`config.mk`:
```
export PLATFORM = sky130hd
export DESIGN_NAME = serial_frame_receiver
export DESIGN_NICKNAME = d
export VERILOG_FILES = /design/src/hdl/sfr_pkg.sv /design/src/hdl/serial_frame_receiver.sv /design/src/hdl/sfr_cfg_regs.sv /design/src/hdl/sfr_parser.sv
export VERILOG_INCLUDE_DIRS = /design/src /design/src/hdl
export SDC_FILE = /design/constraint.sdc
export NUM_CORES = 1
export LEC_CHECK = 0
export BUFFER_PORTS_ARGS = -buffer_cell sky130_fd_sc_hd__buf_2
export CAP_MARGIN = 10
export CORE_ASPECT_RATIO = 0.75
export CORE_MARGIN = 2
export CORE_UTILIZATION = 57
export DETAILED_ROUTE_END_ITERATION = 10
export PLACE_DENSITY = 0.87
export SYNTH_ARGS = -nofsm -noshare
export SYNTH_HDL_FRONTEND = slang
export SYNTH_SLANG_ARGS = --single-unit
```
`constraint.sdc`:
```
create_clock -name clk -period 7.57 [get_ports clk]
set_input_delay 0.3785 -clock clk [delete_from_list [all_inputs] [get_ports clk]]
set_output_delay 0.3785 -clock clk [all_outputs]
set_load 0.1 [all_outputs]
```
`src/hdl/assert_macros.svh`:
```
// Assertion macros used by serial_frame_receiver.sv.
`ifndef ASSERT_MACROS_SVH
`define ASSERT_MACROS_SVH
`ifndef NO_ASSERTIONS
`define ASSERT_IMPLIES(label, clk_sig, rst_n_sig, cond, expr) \
	label: assert property (@(posedge clk_sig) disable iff (!rst_n_sig) (cond) |-> (expr)) \
		else $error("assertion failed");
`define ASSERT_NEXT(label, clk_sig, rst_n_sig, cond, expr) \
	label: assert property (@(posedge clk_sig) disable iff (!rst_n_sig) (cond) |=> (expr)) \
		else $error("assertion failed");
`else
`define ASSERT_IMPLIES(label, clk_sig, rst_n_sig, cond, expr)
`define ASSERT_NEXT(label, clk_sig, rst_n_sig, cond, expr)
`endif
`endif

```
`src/hdl/sfr_pkg.sv`:
```
// Types, constants and phase codes of the serial frame receiver.
package sfr_pkg;
	localparam int PAYLOAD_BYTES = 8;
	localparam int IDX_W = (PAYLOAD_BYTES > 1) ? $clog2(PAYLOAD_BYTES) : 1;
	localparam int CFG_IDX_W = 3;
	localparam int OUT_W = 80;

	localparam logic [CFG_IDX_W-1:0] REG_HEADER_FIRST  = 3'd0;
	localparam logic [CFG_IDX_W-1:0] REG_HEADER_SECOND = 3'd1;
	localparam logic [CFG_IDX_W-1:0] REG_CHANNEL_ID    = 3'd2;
	localparam logic [CFG_IDX_W-1:0] REG_TRAILER_FIRST = 3'd3;
	localparam logic [CFG_IDX_W-1:0] REG_TRAILER_SECOND = 3'd4;

	localparam logic [3:0] PH_HEAD1 = 4'd0;
	localparam logic [3:0] PH_HEAD2 = 4'd1;
	localparam logic [3:0] PH_CID   = 4'd2;
	localparam logic [3:0] PH_FC    = 4'd3;
	localparam logic [3:0] PH_SFC   = 4'd4;
	localparam logic [3:0] PH_DATA  = 4'd5;
	localparam logic [3:0] PH_SUMH  = 4'd6;
	localparam logic [3:0] PH_SUML  = 4'd7;
	localparam logic [3:0] PH_TAIL1 = 4'd8;
	localparam logic [3:0] PH_TAIL2 = 4'd9;

	typedef struct packed {
		logic [7:0] header_first;
		logic [7:0] header_second;
		logic [7:0] channel_id;
		logic [7:0] trailer_first;
		logic [7:0] trailer_second;
	} sfr_cfg_t;

	typedef struct packed {
		logic [63:0] payload;
		logic [7:0]  subfunction_code;
		logic [7:0]  function_code;
	} sfr_result_t;
endpackage

```
`src/hdl/serial_frame_receiver.sv`:
```
// Last tail byte: input register, then parser, then output register driving m_tvalid.
// Throughput: one byte per cycle; the parser consumes the byte held in the input register, and
// only a byte that completes a frame waits on a held result.
// Reset (arst_n low, asynchronous): parser hunts for the first header, registers
// return to their defaults, input and output registers empty.
`include "assert_macros.svh"
module serial_frame_receiver
	import sfr_pkg::*;
(
	input  logic                 clk,
	input  logic                 arst_n,
	input  logic                 s_tvalid,
	output logic                 s_tready,
	input  logic [7:0]           s_tdata,   // [7:0] rx_byte
	output logic                 m_tvalid,
	input  logic                 m_tready,
	output logic [OUT_W-1:0]     m_tdata,   // [7:0] function_code, [15:8] subfunction_code,
	                                        // [79:16] payload
	input  logic                 cfg_we,
	input  logic [CFG_IDX_W-1:0] cfg_index,
	input  logic [7:0]           cfg_data
);
	sfr_cfg_t    cfg;
	sfr_result_t result;
	logic        valid_s1;
	logic [7:0]  byte_s1;
	logic        emit, step, out_free;
	logic        m_valid_q;
	logic [OUT_W-1:0] m_data_q;

	sfr_cfg_regs u_cfg (
		.clk       (clk),
		.arst_n    (arst_n),
		.cfg_we    (cfg_we),
		.cfg_index (cfg_index),
		.cfg_data  (cfg_data),
		.cfg       (cfg)
	);

	sfr_parser u_parser (
		.clk     (clk),
		.arst_n  (arst_n),
		.cfg     (cfg),
		.rx_byte (byte_s1),
		.step    (step),
		.emit    (emit),
		.result  (result)
	);

	assign out_free = !m_valid_q || m_tready;
	// a non-completing byte never has to wait for the result register
	assign step     = valid_s1 && (out_free || !emit);
	assign s_tready = !valid_s1 || step;

	always_ff @(posedge clk or negedge arst_n) begin
		if (!arst_n) begin
			valid_s1 <= 1'b0;
		end else if (s_tready) begin
			valid_s1 <= s_tvalid;
		end
	end

	always_ff @(posedge clk) begin
		if (s_tvalid && s_tready)
			byte_s1 <= s_tdata;
	end

	always_ff @(posedge clk or negedge arst_n) begin
		if (!arst_n) begin
			m_valid_q <= 1'b0;
		end else if (step && emit) begin
			m_valid_q <= 1'b1;
		end else if (m_tready) begin
			m_valid_q <= 1'b0;
		end
	end

	always_ff @(posedge clk) begin
		if (step && emit)
			m_data_q <= {result.payload, result.subfunction_code, result.function_code};
	end

	assign m_tvalid = m_valid_q;
	assign m_tdata  = m_data_q;

	`ASSERT_IMPLIES(a_no_overwrite, clk, arst_n, m_valid_q && !m_tready, !(step && emit))
	`ASSERT_NEXT(a_emit_shows, clk, arst_n, step && emit, m_valid_q)
	`ASSERT_NEXT(a_s1_holds, clk, arst_n, valid_s1 && !step, valid_s1 && $stable(byte_s1))
endmodule

```
`src/hdl/sfr_cfg_regs.sv`:
```
// Configuration register file of the serial frame receiver.
module sfr_cfg_regs
	import sfr_pkg::*;
(
	input  logic                 clk,
	input  logic                 arst_n,
	input  logic                 cfg_we,
	input  logic [CFG_IDX_W-1:0] cfg_index,
	input  logic [7:0]           cfg_data,
	output sfr_cfg_t             cfg
);
	sfr_cfg_t cfg_q;

	always_ff @(posedge clk or negedge arst_n) begin
		if (!arst_n) begin
			cfg_q.header_first   <= 8'hAA;
			cfg_q.header_second  <= 8'hBB;
			cfg_q.channel_id     <= 8'h00;
			cfg_q.trailer_first  <= 8'h00;
			cfg_q.trailer_second <= 8'h00;
		end else if (cfg_we) begin
			unique case (cfg_index)
				REG_HEADER_FIRST:   cfg_q.header_first   <= cfg_data;
				REG_HEADER_SECOND:  cfg_q.header_second  <= cfg_data;
				REG_CHANNEL_ID:     cfg_q.channel_id     <= cfg_data;
				REG_TRAILER_FIRST:  cfg_q.trailer_first  <= cfg_data;
				REG_TRAILER_SECOND: cfg_q.trailer_second <= cfg_data;
				default: ;
			endcase
		end
	end

	assign cfg = cfg_q;
endmodule

```
`src/hdl/sfr_parser.sv`:
```
// Frame parser: phase machine, checksum accumulator and payload store.
module sfr_parser
	import sfr_pkg::*;
(
	input  logic        clk,
	input  logic        arst_n,
	input  sfr_cfg_t    cfg,
	input  logic [7:0]  rx_byte,
	input  logic        step,
	output logic        emit,
	output sfr_result_t result
);
	logic [3:0]  phase_q, phase_nxt;
	logic [IDX_W-1:0] idx_q;
	logic [15:0] sum_q;
	logic [7:0]  sum_high_q;
	logic [7:0]  fc_q, sfc_q;
	logic [PAYLOAD_BYTES-1:0][7:0] store_q;
	logic [15:0] sum_add;

	assign sum_add = sum_q + {8'd0, rx_byte};

	always_comb begin
		phase_nxt = phase_q;
		emit      = 1'b0;
		unique case (phase_q)
			PH_HEAD1: if (rx_byte == cfg.header_first) phase_nxt = PH_HEAD2;
			PH_HEAD2: phase_nxt = (rx_byte == cfg.header_second) ? PH_CID : PH_HEAD1;
			PH_CID:   phase_nxt = (rx_byte == cfg.channel_id) ? PH_FC : PH_HEAD1;
			PH_FC:    phase_nxt = PH_SFC;
			PH_SFC:   phase_nxt = PH_DATA;
			PH_DATA:  if (idx_q == IDX_W'(PAYLOAD_BYTES - 1)) phase_nxt = PH_SUMH;
			PH_SUMH:  phase_nxt = PH_SUML;
			PH_SUML:  phase_nxt = ({sum_high_q, rx_byte} == sum_q) ? PH_TAIL1 : PH_HEAD1;
			PH_TAIL1: phase_nxt = (rx_byte == cfg.trailer_first) ? PH_TAIL2 : PH_HEAD1;
			PH_TAIL2: begin
				emit      = (rx_byte == cfg.trailer_second);
				phase_nxt = PH_HEAD1;
			end
			default:  phase_nxt = PH_HEAD1;
		endcase
	end

	always_ff @(posedge clk or negedge arst_n) begin
		if (!arst_n) begin
			phase_q <= PH_HEAD1;
			idx_q   <= '0;
		end else if (step) begin
			phase_q <= phase_nxt;
			if (phase_q == PH_SFC)
				idx_q <= '0;
			else if (phase_q == PH_DATA)
				idx_q <= idx_q + IDX_W'(1);
		end
	end

	// datapath registers: only read after being written in the same frame
	always_ff @(posedge clk) begin
		if (step) begin
			unique case (phase_q)
				PH_CID:  sum_q <= {8'd0, rx_byte};
				PH_FC: begin
					fc_q  <= rx_byte;
					sum_q <= sum_add;
				end
				PH_SFC: begin
					sfc_q <= rx_byte;
					sum_q <= sum_add;
				end
				PH_DATA: begin
					store_q[idx_q] <= rx_byte;
					sum_q          <= sum_add;
				end
				PH_SUMH: sum_high_q <= rx_byte;
				default: ;
			endcase
		end
	end

	assign result.function_code    = fc_q;
	assign result.subfunction_code = sfc_q;
	assign result.payload          = 64'(store_q);
endmodule

```
======== Word-level counts from Yosys, hierarchy flattened ========
Index checks and enable logic that the tools add are counted.
Widths: inputs -> output; s select.
storage, ports and cells
  word-level logic and storage cells ...... 93
  input port bits ......................... 24
  register bits ........................... 241
cells by class
  eq/ne operators ......................... 22
  multiplexer cells ....................... 16
  $add $sub $neg .......................... 2
  magnitude comparators ................... 2
  reduce and logical (&&, ||, !) cells .... 28
operators by type and width
  operator             count
  $bwmux 64            1
  $eq 8x8->1           5
  $pmux 4 s9           1
  $pmux 16 s2          1
  $demux 8 s3          1
  $reduce_and 2->1     11
  $add 16x8->16        1
  $eq 16x16->1         1
  $eq 4x3->1 const B   4
  $mux 4               4
  $eq 4x2->1 const B   2
  $eq 4x4->1 const B   2
  $mux 8               1
  $eq 3x2->1 const B   2
  $eq 3x3->1 const B   2
  $mux 3               2
  $reduce_bool 2->1    3
  $eq 4x1->1 const B   1
  $logic_and 1x1->1    4
  $logic_not 4->1      1
  $lt 3x4->1 const B   1
  $mux 2               2
  $ne 2x1->1 const B   2
  $add 3x1->3 const B  1
  8 further kinds      14

======== Depth between registers and ports, before layout ========
  depth after elaboration ................. 7
  depth in mapped cells ................... 7
  mapped depth without buffers ............ 7

======== Cells and area by module ========
Synthesis repeated with hierarchy kept, for this count alone.
second synthesis, totals
  cells, all modules ...................... 529
  area total of the unflattened synthesis .. 9,168.8 µm²
by module, submodules not included
  module                 area an instance (µm²)  times used  cells an instance
  sfr_parser             4,878.4                 1           343
  serial_frame_receiver  2,748.9                 1           98
  sfr_cfg_regs           1,541.5                 1           88

======== Worst setup path after synthesis ========
Ideal clock, no wire load.
  path type ............................... register to register
  from .................................... reg byte_s1[1]
  to ...................................... reg m_data_q[0] (netlist: m_tdata[0]), enable pin
  path buffers ............................ 1
  slack ................................... 3.864 ns
  arrival time ............................ 3.258 ns
  clock period less this slack ............ 3.706 ns
  stages on the path, launching flop included .. 6
  library setup time ...................... 0.448 ns
  cells stage by stage .................... edfxtp_1 buf_2 xnor2_1 nand2_1 nor4_1 and2_1
between the ends
  cells in the longest elaborated chain, start to end .. 6
ends and longest elaborated chain
  item                    line                         RTL
  start, declared         serial_frame_receiver.sv:26  logic [7:0] byte_s1;
  start signal, assigned  serial_frame_receiver.sv:65  byte_s1 <= s_tdata;
  $eq 8x8->1 *            sfr_parser.sv:37             emit = (rx_byte == cfg.trailer_second);
  $mux 1 *                sfr_parser.sv:26             unique case (phase_q)
  $logic_not 1->1         serial_frame_receiver.sv:52  assign step = valid_s1 && (out_free || !emit);
  $logic_or 1x1->1        serial_frame_receiver.sv:52
  $logic_and 1x1->1       serial_frame_receiver.sv:52
  $logic_and 1x1->1 *     serial_frame_receiver.sv:79  if (step && emit)
  end signal, assigned    serial_frame_receiver.sv:80  m_data_q <= {result.payload, result.subfunction_code, result.function_code};
  end, declared           serial_frame_receiver.sv:29  logic [OUT_W-1:0] m_data_q;
Mark *: on every way between the ends. The rest lies on a longest branch, timed or not.
A chain may end at the register's enable or synchronous reset.

======== Worst setup path after layout ========
  from .................................... reg byte_s1[6]
  to ...................................... reg u_parser.store_q, in the netlist u_parser.result[17], enable pin
between the ends
  cells in the longest elaborated chain, start to end .. 6
ends and longest elaborated chain
  item                           line                         RTL
  $eq 8x8->1                     sfr_parser.sv:37
  $mux 1                         sfr_parser.sv:26
  $logic_not 1->1                serial_frame_receiver.sv:52
  $logic_or 1x1->1               serial_frame_receiver.sv:52
  $logic_and 1x1->1              serial_frame_receiver.sv:52
  $reduce_and 2->1 (no line)     --
  end signal, assigned by index  sfr_parser.sv:71             store_q[idx_q] <= rx_byte;
  end, declared                  sfr_parser.sv:18             logic [PAYLOAD_BYTES-1:0][7:0] store_q;
Every way passes these cells.

==> metrics <==
drt first pass iters=4; Critical Path AT=roughly 3700 ps; # fillers=between 1000 and 1500; H-tree levels=1; Syn-to-layout area delta=16.25%; Hold-fix buffers, CTS=0; hold_ws=~49 ps; synthesized area=9188 µm²; layout cells sized above 1=31.25%; HPWL Detailed=around 12000 µm; Reg area=~7000 µm²; hold path cells=1; setup ws final=approximately 4000 ps; total wire length=approximately 19000 µm; height of the die=approximately 110 µm; RSZ-0062 raised after global routing=false; Yosys top cell area share=a little over three fifths; Final setup viols=0; GR Overflow Total=0; post-synthesis mux area share=under 10%; setup_tns=0 ps; Worst Tran Pin Value=about 1200 ps; standard-cell rows=40; crit start category=flop; max_cap viols=0; crit-path leading delay family=simple AND/OR/NAND/NOR gates; Synth Area in Compound Gates=between 3 and 4%; clock share of power=a little over a third; sequential area share after synthesis=between 70 and 80%; fin crit share=between 40% and 50%; Clock Skew=roughly 11 ps; Hold Path End=byte_s1[5]; sequential share of power=roughly 52%; vias in the first global route=around 5000; Final ANT Viol Nets=0; final RePlAce weighted congestion=0.8402; Gate Count Post-Synth=roughly 540; placed instance area=around 9900 µm²; CP Class=reg2reg; switching power=0.7848 mW; clk root buf=clkbuf_16; Max Clock Freq=around 280 MHz; pwr dens=298.0 nW/µm²; crit-path cells=xor2_1, nand2b_1, o41a_1, or3b_2, nor3_1; EDFF count, synth=approximately 190; Hold Path Origin=s_tdata[5]; Core ar.=~16000 µm²; Multi-input gate area=2082 µm²; Synth Warn #=0; Top FF cell, synth=edfxtp_1; peak supply drop=0.1698 mV; Clock Latency Late Sink=roughly 510 ps; FF-to-FF path depth=5; CP Capture Type=flop; Pint=between 2 and 2.5 mW; worst r2r dst=u_parser.result[17]; ranking of synthesized cells by area=edfxtp_1, dfrtp_1, mux2_2, xnor2_1, dfstp_2; number of distinct library cells after synthesis=55; die area=approximately 17000 µm²; initial antenna violation count=0; GRT Util Overall=22.68%; Post-synth top cells=edfxtp_1, mux2_2, dfrtp_1; async set-reset flop share out of synthesis=between 20% and 30%; Port Buffers=approximately 110; TritonCTS buffer count=23; status=finished clean; Combinational Power Share=a little under an eighth; largest family of logic cells by synthesized area=simple AND/OR/NAND/NOR gates; DRC viols=0; Boundary Pins=approximately 110; CP Max Fanout=18; Synth area leader=edfxtp_1; CTS clk-pin slew, worst paths=roughly 60 ps; Adder-Cell Fraction of Synth Area=roughly 1.6%; XOR/XNOR share of the synthesized area=5.434%; Synth Area in Simple Gates=6.687%; slowest CP cell=nor3_1; FF-to-FF Start=byte_s1[6]; Worst Hold Class=in2reg; global-route wire length before repair=slightly below 30000 µm; post-synthesis register bit count=241; Post-CTS Repair Setup Buffers=0; Final Critical Period=around 3600 ps; Place WS=4095 ps; relative slew slack=a little under a quarter; flop2flop setup slack=3980 ps; Final Hold Fails=0; Post-CTS Resized=0; drt wl/cell=roughly 22 µm; Final Power=around 3.2 mW; largest net degree at the start of global routing=just over 80; Iter 0 DRT Violations=approximately 430; clock buffer depth=3; Synth Net Count=between 500 and 600; Ant. Diodes=0; Sink Count=241; syn avg cell area=around 17 µm²; final instance area=roughly 11000 µm²; LEAKAGE=~4 nW; layout net count=between 600 and 700; Vias/cell=5.738; Initial Util=between 50% and 60%; final-report max-slew violation count=0; chip width=150.6 µm; CTS tree=done; most frequent cell after synthesis=edfxtp_1; CP peak stage delay=900 ps; switching portion of total power=about 25%; critical path required time=approximately 7700 ps; vias post-DR=roughly 5000; CP bufs+invs=0
==> area by class of cell <==
type                            count  share of cell area, %
Inverter                            5                 0.1757
Multi-Input combinational cell    275                  19.49
Sequential cell                   241                  65.58
Clock buffer                       32                  5.799
Clock inverter                     10                  1.289
Timing Repair Buffer              109                  5.202
Tap cell                          210                  2.460
==> stage by stage <==
step	utilization (%)	instances
3_3_place_gp	62.35	840
4_1_cts	67.11	882
5_1_grt	67.11	882
6_report	67.11	882
3_5_place_dp	62.35	840
2_1_floorplan	-	539
==> worst max-delay path by stage <==
stage / start / end / slack [ps] / cells past startpoint
finish: byte_s1[6] / u_parser.result[17] / 3980 / 5
global route: byte_s1[1] / u_parser.result[16] / 3800 / 5
CTS: byte_s1[0] / u_parser.result[16] / 4070 / 5
detailed placement: byte_s1[0] / u_parser.result[23] / 4100 / 5
global placement: byte_s1[0] / u_parser.result[20] / 4390 / 5
floorplan: byte_s1[1] / m_tdata[0] / 3860 / 5
==> power groups by stage <==
stage | combinational (mW) | sequential [mW] | clock, mW
detailed placement | 0.369 | 1.67 | 0
CTS | 0.379 | 1.65 | 1.16
global placement | 0.350 | 1.66 | 0
floorplan | 0.306 | 1.63 | 0
finish | 0.382 | 1.65 | 1.15
global route | 0.419 | 1.66 | 1.21
==> registers in the layout, indices dropped and copies added, names as in the netlist, 4 cells and up <==
signal	cells
byte_s1	8
u_parser.sfc_q	8
u_parser.sum_high_q	8
u_parser.phase_q	4
u_cfg.cfg	40
u_parser.fc_q	8
m_tdata	80
u_parser.sum_q	16
u_parser.result	64
==> layer usage <==
metal | GRT usage, % | part of all wire (%) | up-vias
li1 | - | - | 2250
met1 | 33.56 | 43 | 2533
met2 | 36.21 | 48 | 246
met3 | 3.360 | 7.2 | 32
met4 | 5.545 | 2.1 | 0
met5 | 0 | 0 | -
==> logic make-up (layout without fill, tap and decap cells) <==
| group | count (synthesis) | after routing |
|---|---|---|
| AOI/OAI and AO/OA | 49 | 49 |
| xor gates and xnor gates | 57 | 57 |
| adders and majority gates | 11 | 11 |
| buffers and inverters | 23 | 156 |
| DFF | 241 | 241 |
| muxes | 43 | 43 |
| and+or+nand+nor | 115 | 115 |
==> cell usage in the layout (no fill, tap or decap), types with 3 or more instances in the layout <==
cell type	synthesis	final
edfxtp_1	192	192
buf_2	10	105
mux2_2	41	41
dfrtp_1	39	39
xnor2_1	36	36
nand2_1	31	31
clkbuf_16	0	23
xor2_1	21	21
nor2_1	21	21
a21oi_1	13	13
o21ai_0	12	12
nand4_1	10	10
ha_1	10	10
dfstp_2	10	10
clkbuf_1	7	8
nand2b_1	7	7
nand3_1	7	7
nor3_1	7	7
nor2b_1	6	6
nor4_1	6	6
inv_1	5	5
clkinv_2	0	4
buf_4	0	4
a21o_2	3	3
o21a_1	3	3
bufinv_16	0	3
Note: power is estimated with default switching activity, not from simulation.
